**src/rtl/core/mpbf_pkg.sv**
```systemverilog
`timescale 1ns / 1ps
`default_nettype none

package mpbf_pkg;

	localparam int NUM_PIPES  = 64;
	localparam int RING_DEPTH = 512;

	localparam int PIPE_W    = $clog2(NUM_PIPES);
	localparam int SLOT_W    = $clog2(RING_DEPTH);
	localparam int CNT_W     = SLOT_W + 1;
	localparam int RING_AW   = PIPE_W + SLOT_W;
	localparam int RING_WORDS = NUM_PIPES * RING_DEPTH;

	localparam int GRP_SIZE = 8;
	localparam int GRP_IW   = $clog2(GRP_SIZE);
	localparam int NUM_GRPS = NUM_PIPES / GRP_SIZE;
	localparam int GRP_W    = $clog2(NUM_GRPS);

	localparam int OP_W   = 3;
	localparam int IDX_W  = 6;
	localparam int BYTE_W = 8;
	localparam int ST_W   = 3;

	typedef enum logic [OP_W-1:0] {
		OP_ALLOC    = 3'd0,
		OP_WRITE    = 3'd1,
		OP_READ     = 3'd2,
		OP_CLOSE_RD = 3'd3,
		OP_CLOSE_WR = 3'd4
	} op_t;

	typedef enum logic [ST_W-1:0] {
		ST_OK         = 3'd0,
		ST_FULL_WAIT  = 3'd1,
		ST_EMPTY_WAIT = 3'd2,
		ST_SHORT      = 3'd3,
		ST_EOS        = 3'd4,
		ST_BROKEN     = 3'd5,
		ST_NO_FREE    = 3'd6,
		ST_NOT_ALLOC  = 3'd7
	} status_t;

	typedef struct packed {
		logic [CNT_W-1:0] rd;
		logic [CNT_W-1:0] wr;
	} cnt_pair_t;

	typedef struct packed {
		logic capture;
		logic exec;
		logic load;
	} ctl_cmd_t;

	typedef struct packed {
		logic              set_en;
		logic              clr_en;
		logic [PIPE_W-1:0] idx;
	} alloc_req_t;

	typedef struct packed {
		logic              busy;
		logic              any_free;
		logic [PIPE_W-1:0] free_idx;
	} alloc_sts_t;

endpackage

`default_nettype wire

```
**src/rtl/core/mpbf_ctrl.sv**
```systemverilog
`timescale 1ns / 1ps
`default_nettype none

module mpbf_ctrl (
	input  wire logic         clk,
	input  wire logic         arst_n,
	input  wire logic         in_valid,
	output logic              in_ready,
	output logic              out_valid,
	input  wire logic         out_ready,
	output mpbf_pkg::ctl_cmd_t cmd
);

	typedef enum logic [1:0] {
		S_IDLE,
		S_EXEC,
		S_FIN
	} state_t;

	state_t state_q;
	logic   out_valid_q;

	assign in_ready    = (state_q == S_IDLE);
	assign out_valid   = out_valid_q;
	assign cmd.capture = (state_q == S_IDLE) && in_valid;
	assign cmd.exec    = (state_q == S_EXEC);
	assign cmd.load    = (state_q == S_FIN) && (!out_valid_q || out_ready);

	always_ff @(posedge clk or negedge arst_n) begin
		if (!arst_n) begin
			state_q     <= S_IDLE;
			out_valid_q <= 1'b0;
		end else begin
			if (cmd.load) begin
				out_valid_q <= 1'b1;
			end else if (out_ready) begin
				out_valid_q <= 1'b0;
			end
			unique case (state_q)
				S_IDLE: begin
					if (in_valid) begin
						state_q <= S_EXEC;
					end
				end
				S_EXEC: begin
					state_q <= S_FIN;
				end
				S_FIN: begin
					if (cmd.load) begin
						state_q <= S_IDLE;
					end
				end
				default: begin
					state_q <= S_IDLE;
				end
			endcase
		end
	end

	a_capture_exec: assert property (@(posedge clk) disable iff (!arst_n)
		cmd.capture |=> (state_q == S_EXEC))
		else $error("capture not followed by execute");

	a_exec_fin: assert property (@(posedge clk) disable iff (!arst_n)
		(state_q == S_EXEC) |=> (state_q == S_FIN))
		else $error("execute not followed by finish");

	a_fin_free_slot: assert property (@(posedge clk) disable iff (!arst_n)
		(state_q == S_FIN && !out_valid_q) |=> (out_valid_q && state_q == S_IDLE))
		else $error("finished result not loaded into free output slot");

	a_no_accept_busy: assert property (@(posedge clk) disable iff (!arst_n)
		(state_q != S_IDLE) |-> !cmd.capture)
		else $error("item taken while another is in flight");

endmodule

`default_nettype wire

```
**config.mk**
```make
export PLATFORM = sky130hd
export DESIGN_NAME = mpbf_ctrl
export DESIGN_NICKNAME = d
export VERILOG_FILES = /design/src/rtl/core/mpbf_pkg.sv /design/src/rtl/core/mpbf_ctrl.sv
export SDC_FILE = /design/constraint.sdc
export NUM_CORES = 1
export LEC_CHECK = 0
export ABC_AREA = 0
export BUFFER_PORTS_ARGS = -buffer_cell sky130_fd_sc_hd__buf_2
export CAP_MARGIN = 30
export CORE_AREA = 2 2 39 41
export CTS_CLUSTER_SIZE = 28
export DETAILED_ROUTE_END_ITERATION = 16
export DIE_AREA = 0 0 41 43
export GPL_TIMING_DRIVEN = 0
export SKIP_CTS_REPAIR_TIMING = 1
export SYNTH_ARGS = -nofsm -noshare
export SYNTH_HDL_FRONTEND = slang
export SYNTH_SLANG_ARGS = --single-unit
```
**constraint.sdc**
```tcl
create_clock -name clk -period 0.8 [get_ports clk]
set_input_delay 0 -clock clk [delete_from_list [all_inputs] [get_ports clk]]
set_output_delay 0 -clock clk [all_outputs]
set_load 0.01 [all_outputs]
```
==> impl_metrics.toml <==
[synthesis]
ys_warn_count = 0
synth.top_cell.area_share = 0.566
synth_top_area_cell = "dfrtp_1"
async_flop_share = 1.00
synthesis.nets = 16
synthesis.area_um2 = 133
synth_cells = 12
ys_ff_latch = 3
yosysUniqueCellTypes = 8
synthSimpleGateAreaFrac = 0.377
synth_top_family_by_area = "simple AND/OR/NAND/NOR gates"
synth_fa_ha_area_frac = 0
yosysMostFrequentCell = "dfrtp_1"
synth_ff_type = "dfrtp_1"
synth_commonest_cells = "3 x dfrtp_1, 2 x and2_1, 2 x nand2b_1"
synth_edf_count = 0
synthTopCellsByArea = "dfrtp_1 57%, and2_1 9.4%, nand2b_1 9.4%, nor2b_2 6.6%, o21bai_1 5.7%"
synth_compound_area_frac = 0.0566
yosysSeqAreaShare = 0.566
synth.avg_cell_area_um2 = 11.1
synthMuxAreaShare = 0
synth-xor-area-share = 0

[critical_path]
cp-start-kind = "flop"
cp_slowest_cell = "dfrtp_2"
critical_path.max_fanout = 3
cp_slowest_stage_delay_ns = 0.45
crit_chain = "nor2_4 -> and2_4 -> buf_6"
path_class = "reg -> out"
crit_path_end_kind = "primary output"
required_ns = 0.80
cp_data_arrival_time_ns = 1.04

[clock_network]
cts_made_buffers = 3
cts_tree = "yes"
htreeDepth = 1
clockBufferDepth = 2
clk_latency_ns = 0.23
root_buffer = "clkbuf_4"
clk_pin_slew_ns = 0.04
cts.sinks = 3

[die]
start_util = 0.0958
rows = 14
die_x_um = 41
die-area_mm2 = 0.00176
pin_count = 9
die_h_um = 43
core_mm2 = 0.00138

[timing]
finalHoldViolCount = 0
period_minus_slack_ns = 1.04
finalClockSkew_ns = 0.000182
setup_viol = 6
worstMarginPinSlew_ns = 0.151
finalMaxSlewViolations = 0
fin_hold_ws_ns = 0.0753
rsz0062_at_grt = "yes"
fin_crit_sh = 1.30
setup_ws_ns = -0.237
relSlewSlack = 0.899
max_freq_ghz = 0.964

[global_route]
grt_usage = 0.0412
grt_overflow_total = 0
grt_pass1_vias = 116
grt_max_degree = 4
grt_pass1_wl_um = 351
grt_antenna_before_repair = 0

[cells_and_area]
fin_area_um2 = 287
nets = 32
n_antenna_cell = 0
fill_cells = 157
drive_gt1_frac = 0.630
syn_to_final_growth_pct = 116

[detailed_routing]
avgViaCountPerCell = 3.16
vias = 136
dr.first_iter.drc_count = 0
wl_um = 330
ant_nets = 0
dr.pass1.iters = 1
wl_per_cell_um = 7.67
drc = 0

[status]
status = "finished, violations left"
violations = "setup timing"

[flow_run]
drv_cap = 0

[pwr]
max-vdd-ir-drop_uv = 394
power.total_mw = 0.892
p_leak_nw = 0.138
p_per_area_mw_per_mm2 = 3110

[place]
place.gp.congestion = 0.470
pre_cts_slack_ns = -0.00679
portBuffers = 8
dpl_cell_area_um2 = 198

[worst_hold_path]
hold_class = "in -> reg"
layer usage:
layer / global-route usage / vias up / share of wire
li1: - / 67 / -
met5: 0 / - / 0
met2: 0.0438 / 6 / 0.56
met3: 0.0628 / 0 / 0.10
met1: 0.0193 / 63 / 0.34
met4: 0.0600 / 0 / 0
flip-flops by register name, summed over array words and instances (netlist names):
name       cells
out_valid      1
state_q        2
final cells by class:
type | instances | area, um2 | area share
Multi-Input combinational cell | 9 | 77.6 | 0.271
Tap cell | 16 | 20.0 | 0.0699
Timing Repair Buffer | 11 | 86.3 | 0.301
Clock buffer | 4 | 26.3 | 0.0917
Sequential cell | 3 | 76.3 | 0.266
cells in the final DEF, fill, tap and decap left out, drive strengths merged:
cell / count
and2: 2
buf: 9
clkbuf: 4
dfrtp: 3
dlygate4sd3: 2
nand2: 1
nand2b: 2
nor2: 1
nor2b: 2
o21bai: 1
power breakdown:
| group | switching [mW] | total (mW) | internal [mW] | leakage [nW] |
|---|---|---|---|---|
| Clock | 0.0779 | 0.265 | 0.187 | 0.0150 |
| Combinational | 0.140 | 0.364 | 0.224 | 0.0859 |
| Sequential | 0.0591 | 0.263 | 0.204 | 0.0371 |
| Total | 0.277 | 0.892 | 0.615 | 0.138 |
worst max-delay path, delay by kind of cell (launching register included):
kind	cells	cell delay, ns
flops	1	0.45
simple gates	2	0.27
buf+inv	1	0.09
worst paths after layout:
check,from,endpoint,slack (ns),cells after the start
setup / recovery,state_q[1],cmd[2],-0.24,3
hold / removal,out_ready,out_valid,0.08,3
setup reg to reg,state_q[0],state_q[1],-0.12,3
hold reg to reg,out_valid,out_valid,0.52,2
max in group asynchronous,arst_n,state_q[1],0.58,2
min in group asynchronous,arst_n,out_valid,0.10,2
cell families (layout without fill, tap and decap cells):
logic type / Yosys count / after routing
buf+inv: 0 / 15
simple gates: 8 / 8
compound gates: 1 / 1
flops: 3 / 3
per-stage QoR:
| step | utilization | cells | setup TNS (ns) |
|---|---|---|---|
| CTS | 0.162 | 40 | -0.780 |
| detailed placement | 0.143 | 36 | -0.00679 |
| floorplan | - | 12 | 0 |
| finish | 0.207 | 43 | -0.807 |
| global route | 0.207 | 43 | -1.10 |
| global placement | 0.143 | 36 | -0.00912 |
Power figures use the tool's default switching activity.
